===== config.mk =====
export PLATFORM = sky130hd
export DESIGN_NAME = time_weighted_motion_smoother_core
export DESIGN_NICKNAME = d
export VERILOG_FILES = /design/src/rtl/core/twms_pkg.sv /design/src/rtl/core/time_weighted_motion_smoother_core.sv
export SDC_FILE = /design/constraint.sdc
export NUM_CORES = 2
export LEC_CHECK = 0
export BUFFER_PORTS_ARGS = -buffer_cell sky130_fd_sc_hd__buf_2
export CAP_MARGIN = 10
export CORE_ASPECT_RATIO = 0.8
export CORE_MARGIN = 10
export CORE_UTILIZATION = 67
export CTS_CLUSTER_DIAMETER = 40
export DETAILED_ROUTE_END_ITERATION = 8
export PLACE_DENSITY_LB_ADDON = 0.12
export SKIP_CTS_REPAIR_TIMING = 1
export SYNTH_ARGS = -nofsm -noshare
export SYNTH_HDL_FRONTEND = slang
export SYNTH_SLANG_ARGS = --single-unit

===== constraint.sdc =====
create_clock -name clk -period 12.4 [get_ports clk]
set_input_delay 1.24 -clock clk [delete_from_list [all_inputs] [get_ports clk]]
set_output_delay 1.24 -clock clk [all_outputs]
set_load 0.005 [all_outputs]

===== src/rtl/core/twms_pkg.sv =====
`timescale 1ns / 1ps

package twms_pkg;

    localparam int unsigned DECAY_LOG2_Q16 = 33723;
    localparam logic [16:0] ONE_Q16        = 17'd65536;
    localparam logic [19:0] AVG_MAX        = 20'd524287;
    localparam logic [19:0] AVG_MIN_MAG    = 20'd524288;
    localparam int unsigned QUOT_BITS      = 20;

    typedef enum logic [2:0] {
        ST_IDLE = 3'b001,
        ST_WALK = 3'b010,
        ST_DIV  = 3'b100
    } state_t;

    // 2^(-k/16) in q16
    function automatic logic [16:0] pow2_neg(input logic [4:0] k);
        logic [16:0] v;
        begin
            case (k)
                5'd0:    v = 17'd65536;
                5'd1:    v = 17'd62757;
                5'd2:    v = 17'd60097;
                5'd3:    v = 17'd57549;
                5'd4:    v = 17'd55109;
                5'd5:    v = 17'd52773;
                5'd6:    v = 17'd50535;
                5'd7:    v = 17'd48393;
                5'd8:    v = 17'd46341;
                5'd9:    v = 17'd44376;
                5'd10:   v = 17'd42495;
                5'd11:   v = 17'd40693;
                5'd12:   v = 17'd38968;
                5'd13:   v = 17'd37316;
                5'd14:   v = 17'd35734;
                5'd15:   v = 17'd34219;
                5'd16:   v = 17'd32768;
                default: v = 17'd32768;
            endcase
            return v;
        end
    endfunction

endpackage


===== src/rtl/core/time_weighted_motion_smoother_core.sv =====
`timescale 1ns / 1ps

// channel | valid        | stall        | payload
// sample  | sample_valid | sample_stall | delta_x, delta_y, elapsed_ms
// result  | result_valid | result_stall | average_x, average_y
//
// a zero motion word is answered with the held averages in the cycle after it is taken
// any other word gets its result from a walk of the ring: one ring read per cycle
// through a 7-stage decay pipeline, then a restoring divide of 20 quotient bits, both axes in parallel
// reset clears the ring valid bits, write slot and held averages
// a word is taken only when idle and the result register is free or being taken

module time_weighted_motion_smoother_core #(
    parameter int RING_DEPTH = 32,
    parameter int TICK_MS    = 33
) (
    input  logic               clk,
    input  logic               rst_n,
    input  logic               sample_valid,
    output logic               sample_stall,
    input  logic signed [11:0] delta_x,
    input  logic signed [11:0] delta_y,
    input  logic        [9:0]  elapsed_ms,
    output logic               result_valid,
    input  logic               result_stall,
    output logic signed [19:0] average_x,
    output logic signed [19:0] average_y
);

    localparam int AW = (RING_DEPTH > 1) ? $clog2(RING_DEPTH) : 1;
    localparam int CW = $clog2(RING_DEPTH + 1);
    localparam int SW = 18 + AW;
    localparam int TW = SW + 12;
    localparam int NW = SW + 20;
    localparam int Q0 = twms_pkg::DECAY_LOG2_Q16 / TICK_MS;
    localparam int R0 = twms_pkg::DECAY_LOG2_Q16 % TICK_MS;
    localparam int HALF_TICK = TICK_MS / 2;
    localparam longint MREC = ((64'd1 << 30) + TICK_MS - 1) / TICK_MS;
    localparam logic [AW-1:0] LAST_SLOT = AW'(RING_DEPTH - 1);
    localparam logic [CW-1:0] DEPTH_CNT = CW'(RING_DEPTH);

    twms_pkg::state_t state_reg;

    logic [33:0]         ring_mem [RING_DEPTH];
    logic [RING_DEPTH-1:0] ring_vld_reg;
    logic [AW-1:0]       slot_reg;
    logic [AW-1:0]       rd_ptr_reg;
    logic [CW-1:0]       issue_cnt_reg;
    logic [6:0]          vld_reg;

    logic [33:0]         mem_q_reg;
    logic                ent_q_reg;
    logic signed [11:0]  dx1_reg, dy1_reg, dx2_reg, dy2_reg, dx3_reg, dy3_reg;
    logic signed [11:0]  dx4_reg, dy4_reg, dx5_reg, dy5_reg;
    logic [19:0]         x1_reg;
    logic [25:0]         eq1_reg, eq2_reg, y3_reg;
    logic [50:0]         prod2_reg;
    logic [16:0]         pk4_reg;
    logic [23:0]         m4_reg;
    logic [9:0]          n4_reg;
    logic [16:0]         fac5_reg;
    logic signed [29:0]  px6_reg, py6_reg;
    logic [16:0]         w_reg;
    logic [16:0]         w_next;
    logic [SW-1:0]       sumw_reg;
    logic signed [TW-1:0] accx_reg, accy_reg;

    logic [SW-1:0]       remx_reg, remy_reg;
    logic [19:0]         numx_reg, numy_reg;
    logic                negx_reg, negy_reg;
    logic [4:0]          div_cnt_reg;

    logic signed [19:0]  avgx_reg, avgy_reg;
    logic                result_valid_reg;

    logic                accept;
    logic                nonzero;
    logic                issue;
    logic                walk_done;
    logic [33:0]         eff;
    logic [16:0]         pk, pk1, dif, frac;
    logic [TW-1:0]       magx, magy;
    logic [NW-1:0]       nx, ny;
    logic [SW:0]         tx, ty;
    logic [19:0]         resx, resy;

    assign accept       = sample_valid && !sample_stall;
    assign nonzero      = (delta_x != 12'sd0) || (delta_y != 12'sd0);
    assign sample_stall = (state_reg != twms_pkg::ST_IDLE) || (result_valid_reg && result_stall);
    assign issue        = (state_reg == twms_pkg::ST_WALK) && (issue_cnt_reg != DEPTH_CNT);
    assign walk_done    = (state_reg == twms_pkg::ST_WALK) && (issue_cnt_reg == DEPTH_CNT)
                          && (vld_reg == 7'd0);

    assign result_valid = result_valid_reg;
    assign average_x    = avgx_reg;
    assign average_y    = avgy_reg;

    always_comb
    begin
        eff    = ent_q_reg ? mem_q_reg : 34'd0;
        pk     = twms_pkg::pow2_neg({1'b0, y3_reg[15:12]});
        pk1    = twms_pkg::pow2_neg({1'b0, y3_reg[15:12]} + 5'd1);
        dif    = pk - pk1;
        frac   = pk4_reg - 17'((m4_reg + 24'd2048) >> 12);
        w_next = 17'(({17'd0, w_reg} * {17'd0, fac5_reg} + 34'd32768) >> 16);
        magx   = accx_reg[TW-1] ? TW'(-accx_reg) : TW'(accx_reg);
        magy   = accy_reg[TW-1] ? TW'(-accy_reg) : TW'(accy_reg);
        nx     = NW'({magx, 8'd0}) + NW'(sumw_reg >> 1);
        ny     = NW'({magy, 8'd0}) + NW'(sumw_reg >> 1);
        tx     = {remx_reg, numx_reg[19]};
        ty     = {remy_reg, numy_reg[19]};
        if (negx_reg)
            resx = (numx_reg > twms_pkg::AVG_MIN_MAG) ? twms_pkg::AVG_MIN_MAG
                                                      : 20'(~numx_reg + 20'd1);
        else
            resx = (numx_reg > twms_pkg::AVG_MAX) ? twms_pkg::AVG_MAX : numx_reg;
        if (negy_reg)
            resy = (numy_reg > twms_pkg::AVG_MIN_MAG) ? twms_pkg::AVG_MIN_MAG
                                                      : 20'(~numy_reg + 20'd1);
        else
            resy = (numy_reg > twms_pkg::AVG_MAX) ? twms_pkg::AVG_MAX : numy_reg;
    end

    // ring memory: write on a nonzero word, read one entry per walk cycle
    always_ff @(posedge clk)
    begin
        if (accept && nonzero)
        begin
            ring_mem[slot_reg] <= {delta_x, delta_y, elapsed_ms};
        end
        mem_q_reg <= ring_mem[rd_ptr_reg];
    end

    // decay pipeline payload
    always_ff @(posedge clk)
    begin
        dx1_reg   <= $signed(eff[33:22]);
        dy1_reg   <= $signed(eff[21:10]);
        x1_reg    <= 20'({10'd0, eff[9:0]} * 20'(R0)) + 20'(HALF_TICK);
        eq1_reg   <= 26'({16'd0, eff[9:0]} * 26'(Q0));
        dx2_reg   <= dx1_reg;
        dy2_reg   <= dy1_reg;
        prod2_reg <= 51'({31'd0, x1_reg} * 51'(MREC));
        eq2_reg   <= eq1_reg;
        dx3_reg   <= dx2_reg;
        dy3_reg   <= dy2_reg;
        y3_reg    <= eq2_reg + 26'(prod2_reg >> 30);
        dx4_reg   <= dx3_reg;
        dy4_reg   <= dy3_reg;
        pk4_reg   <= pk;
        m4_reg    <= {12'd0, dif[11:0]} * {12'd0, y3_reg[11:0]};
        n4_reg    <= y3_reg[25:16];
        dx5_reg   <= dx4_reg;
        dy5_reg   <= dy4_reg;
        fac5_reg  <= (n4_reg > 10'd16) ? 17'd0 : (frac >> n4_reg);
        px6_reg   <= 30'(dx5_reg * $signed({1'b0, w_reg}));
        py6_reg   <= 30'(dy5_reg * $signed({1'b0, w_reg}));
    end

    always_ff @(posedge clk or negedge rst_n)
    begin
        if (!rst_n)
        begin
            state_reg        <= twms_pkg::ST_IDLE;
            ring_vld_reg     <= '0;
            slot_reg         <= '0;
            rd_ptr_reg       <= '0;
            issue_cnt_reg    <= '0;
            vld_reg          <= '0;
            ent_q_reg        <= 1'b0;
            w_reg            <= twms_pkg::ONE_Q16;
            sumw_reg         <= '0;
            accx_reg         <= '0;
            accy_reg         <= '0;
            remx_reg         <= '0;
            remy_reg         <= '0;
            numx_reg         <= '0;
            numy_reg         <= '0;
            negx_reg         <= 1'b0;
            negy_reg         <= 1'b0;
            div_cnt_reg      <= '0;
            avgx_reg         <= '0;
            avgy_reg         <= '0;
            result_valid_reg <= 1'b0;
        end
        else
        begin
            if (!result_stall)
            begin
                result_valid_reg <= 1'b0;
            end
            vld_reg   <= {vld_reg[5:0], issue};
            ent_q_reg <= ring_vld_reg[rd_ptr_reg];

            if (vld_reg[5])
            begin
                sumw_reg <= sumw_reg + SW'(w_reg);
                w_reg    <= w_next;
            end
            if (vld_reg[6])
            begin
                accx_reg <= accx_reg + TW'(px6_reg);
                accy_reg <= accy_reg + TW'(py6_reg);
            end

            case (state_reg)
                twms_pkg::ST_IDLE:
                begin
                    if (accept)
                    begin
                        if (nonzero)
                        begin
                            ring_vld_reg[slot_reg] <= 1'b1;
                            rd_ptr_reg    <= slot_reg;
                            issue_cnt_reg <= '0;
                            w_reg         <= twms_pkg::ONE_Q16;
                            sumw_reg      <= '0;
                            accx_reg      <= '0;
                            accy_reg      <= '0;
                            state_reg     <= twms_pkg::ST_WALK;
                        end
                        else
                        begin
                            result_valid_reg <= 1'b1;
                        end
                    end
                end
                twms_pkg::ST_WALK:
                begin
                    if (issue)
                    begin
                        // walk newest to oldest
                        rd_ptr_reg    <= (rd_ptr_reg == '0) ? LAST_SLOT : rd_ptr_reg - 1'b1;
                        issue_cnt_reg <= issue_cnt_reg + 1'b1;
                    end
                    if (walk_done)
                    begin
                        negx_reg    <= accx_reg[TW-1];
                        negy_reg    <= accy_reg[TW-1];
                        remx_reg    <= nx[NW-1:20];
                        remy_reg    <= ny[NW-1:20];
                        numx_reg    <= nx[19:0];
                        numy_reg    <= ny[19:0];
                        div_cnt_reg <= '0;
                        state_reg   <= twms_pkg::ST_DIV;
                    end
                end
                twms_pkg::ST_DIV:
                begin
                    if (div_cnt_reg == 5'(twms_pkg::QUOT_BITS))
                    begin
                        avgx_reg         <= $signed(resx);
                        avgy_reg         <= $signed(resy);
                        result_valid_reg <= 1'b1;
                        slot_reg         <= (slot_reg == LAST_SLOT) ? '0 : slot_reg + 1'b1;
                        state_reg        <= twms_pkg::ST_IDLE;
                    end
                    else
                    begin
                        // restoring divide, quotient bits shift into num
                        if (tx >= {1'b0, sumw_reg})
                        begin
                            remx_reg <= SW'(tx - {1'b0, sumw_reg});
                            numx_reg <= {numx_reg[18:0], 1'b1};
                        end
                        else
                        begin
                            remx_reg <= SW'(tx);
                            numx_reg <= {numx_reg[18:0], 1'b0};
                        end
                        if (ty >= {1'b0, sumw_reg})
                        begin
                            remy_reg <= SW'(ty - {1'b0, sumw_reg});
                            numy_reg <= {numy_reg[18:0], 1'b1};
                        end
                        else
                        begin
                            remy_reg <= SW'(ty);
                            numy_reg <= {numy_reg[18:0], 1'b0};
                        end
                        div_cnt_reg <= div_cnt_reg + 5'd1;
                    end
                end
                default:
                begin
                    state_reg <= twms_pkg::ST_IDLE;
                end
            endcase
        end
    end

`ifndef NO_ASSERTIONS
    a_nonzero_walks: assert property (@(posedge clk) disable iff (!rst_n)
        (accept && nonzero) |=> (state_reg == twms_pkg::ST_WALK))
        else $error("nonzero word did not start a ring walk");

    a_no_result_busy: assert property (@(posedge clk) disable iff (!rst_n)
        (state_reg == twms_pkg::ST_WALK) |-> !result_valid_reg)
        else $error("result pending during ring walk");

    a_pipe_idle: assert property (@(posedge clk) disable iff (!rst_n)
        (state_reg == twms_pkg::ST_IDLE) |-> (vld_reg == 7'd0))
        else $error("decay pipeline busy while idle");
`endif

endmodule

==> impl_metrics.env <==
export IMPL_hpwl_um=195000
export IMPL_grt_antenna_before_repair=19
export IMPL_fillers=10500
export IMPL_finalSetupViolations=0
export IMPL_largest_reg_flops=1088
export IMPL_synthArstFlopShare=0.172
export IMPL_drtAntennaViolNets=0
export IMPL_io_pins=80
export IMPL_finalWorstPathRequiredPeriod_ns=9.03
export IMPL_dr_pass1_iters=8
export IMPL_wire_per_inst_um=26.3
export IMPL_slew_violations=0
export IMPL_cts_tree="yes"
export IMPL_grt_pass1_wl_um=464000
export IMPL_port_buffers=79
export IMPL_h_tree_depth=4
export IMPL_drive_above_1_share=0.112
export IMPL_rsz0062_at_grt="false"
export IMPL_fp_row_count=132
export IMPL_critical_path_top_delay_family="adder cells"
export IMPL_clk_pin_slew_ns=0.06
export IMPL_timing_critical_path_mode_cell="fa_1"
export IMPL_setup_worst_path_end_class="flop"
export IMPL_drt_wl_total_um=302000
export IMPL_status="finished, final reports clean"
export IMPL_clk_latency_ns=0.87
export IMPL_ctsRootBufferMaster="clkbuf_16"
export IMPL_placedCellCount=11100
export IMPL_via_per_inst=6.48
export IMPL_worstMarginPinSlew_ns=1.26
export IMPL_fin_util=0.736
export IMPL_syn_area_mm2=0.110
export IMPL_synthFlopType="edfxtp_1"
export IMPL_dieArea_mm2=0.181
export IMPL_syn_inst=9175
export IMPL_max_stage_delay_ns=0.82
export IMPL_cap_violations=0
export IMPL_cp_data_required_time_ns=13.10
export IMPL_fin_crit_sh=0.728
export IMPL_ys_warn_count=0
export IMPL_setup_ws_ns=3.37
export IMPL_dp_slack_ns=3.49
export IMPL_seq_area_frac_synth=0.433
export IMPL_core_area_mm2=0.163
export IMPL_finalSetupTns_ns=0
export IMPL_clock_fmax_mhz=111
export IMPL_gp_congestion=0.945
export IMPL_critPathArrivalTime_ns=9.73
export IMPL_synth_edff_count=1088
export IMPL_cp_slowest_cell="nor2_1"
export IMPL_first_global_vias=76100
export IMPL_cts_buffers=200
export IMPL_start_util=0.676
export IMPL_drc=0
export IMPL_hold_viol=0
export IMPL_ys_ff_latch=1760
export IMPL_cts_sinks=1760
export IMPL_cts_buffer_depth=3
export IMPL_globalRouteOverflowTotal=0
export IMPL_drt_initial_drc_count=8990
export IMPL_start_kind="flop"
export IMPL_critPathBufInv=4
export IMPL_syn_nets=10700
export IMPL_cp_max_fo=20
export IMPL_die_width_um=473
export IMPL_num_nets_final=10700
export IMPL_fin_worst_skew_ns=0.0851
export IMPL_hp_class="reg -> reg"
export IMPL_maxSlewHeadroom=0.159
export IMPL_avgSynthCellArea_um2=12.0
export IMPL_final_cells=11500
export IMPL_grtUsageTotal=0.335
export IMPL_vias=74500
export IMPL_syn_to_final_growth_pct=8.83
export IMPL_grt_max_degree=158
export IMPL_die_y_um=382
export IMPL_critPathKind="reg -> reg"
export IMPL_synthDistinctLibCells=94
==> routing by layer <==
metal | track usage | up-vias | wire (µm)
li1 | - | 31900 | -
met1 | 0.476 | 37400 | 120000
met2 | 0.513 | 4343 | 136000
met3 | 0.0845 | 772 | 34600
met4 | 0.105 | 14 | 10400
met5 | 0 | - | 81
==> final timing paths <==
path                                     to  slack, ns  cells after the start        from
worst max-delay path             m4_reg[22]       3.37                     31  y3_reg[12]
worst min-delay path              n4_reg[2]       0.28                      0  y3_reg[18]
worst max register to register   m4_reg[22]       3.37                     31  y3_reg[12]
worst min register to register    n4_reg[2]       0.28                      0  y3_reg[18]
max in group asynchronous       numx_reg[7]       9.90                      3       rst_n
min in group asynchronous          w_reg[3]       0.35                      1       rst_n
==> synthesized netlist by cell type, types with 99 or more instances <==
library cell / instances / share of area
nand3_1: 99 / 0.0045
edfxtp_1: 1088 / 0.30
clkbuf_1: 369 / 0.013
a21oi_1: 356 / 0.016
and2_1: 360 / 0.020
inv_1: 1073 / 0.037
ha_1: 741 / 0.084
xor2_1: 136 / 0.011
xnor2_1: 255 / 0.020
dfrtp_1: 301 / 0.069
nor2_1: 450 / 0.015
fa_1: 757 / 0.14
mux4_2: 354 / 0.073
a21o_1: 124 / 0.0085
nor3_1: 123 / 0.0056
nand2_1: 764 / 0.026
dfxtp_1: 369 / 0.067
o21ai_0: 249 / 0.011
==> layout by cell type, fill, tap and decap left out, drive strengths merged, types with 81 or more instances in the layout <==
cell type  count
a21o         124
a21oi        356
and2         360
buf          192
clkbuf       248
clkinv        81
dfrtp        301
dfxtp        369
edfxtp      1088
fa           757
ha           741
inv         1105
mux2i         90
mux4         354
nand2        764
nand3        100
nor2         450
nor3         124
o21ai        255
xnor2        255
xor2         136
==> worst reg2reg max path, delay by kind of cell (launching register included) <==
family | cells | cell delay, ns
buffers and inverters | 4 | 0.24
adder cells (fa/ha/maj) | 9 | 4.32
AO/OA/AOI/OAI | 11 | 2.19
flip-flops | 1 | 0.44
AND/OR/NAND/NOR | 6 | 1.31
multiplexers | 1 | 0.40
==> final cells by class <==
cell class                      instances  area (µm²)  area share
Clock buffer                          248        5370      0.0449
Antenna cell                            3        7.51   0.0000628
Timing Repair Buffer                  192        1280      0.0107
Multi-Input combinational cell       5933       57000       0.476
Clock inverter                        132        1600      0.0134
Sequential cell                      1760       47700       0.398
Inverter                             1077        4040      0.0338
Tap cell                             2144        2680      0.0224
==> logic make-up (layout without fill, tap and decap cells) <==
group / Yosys count / in the layout / synth area share
simple gates: 2298 / 2298 / 0.103
mux: 491 / 491 / 0.0855
buf+inv: 1482 / 1649 / 0.0507
xor+xnor: 391 / 391 / 0.0312
fa+ha+maj: 1498 / 1498 / 0.222
compound gates: 1255 / 1255 / 0.0742
other cells: 0 / 3 / 0
flops: 1760 / 1760 / 0.433
==> through the flow <==
stage          cell area, µm²  hold slack (ns)
3_3_place_gp           113000            0.310
2_1_floorplan          110000            0.310
3_5_place_dp           113000            0.312
5_1_grt                120000            0.292
6_report               120000            0.275
4_1_cts                120000            0.288
Power is not shown: default switching activity piles up to over one toggle a cycle in this logic, so the estimate is an artifact.
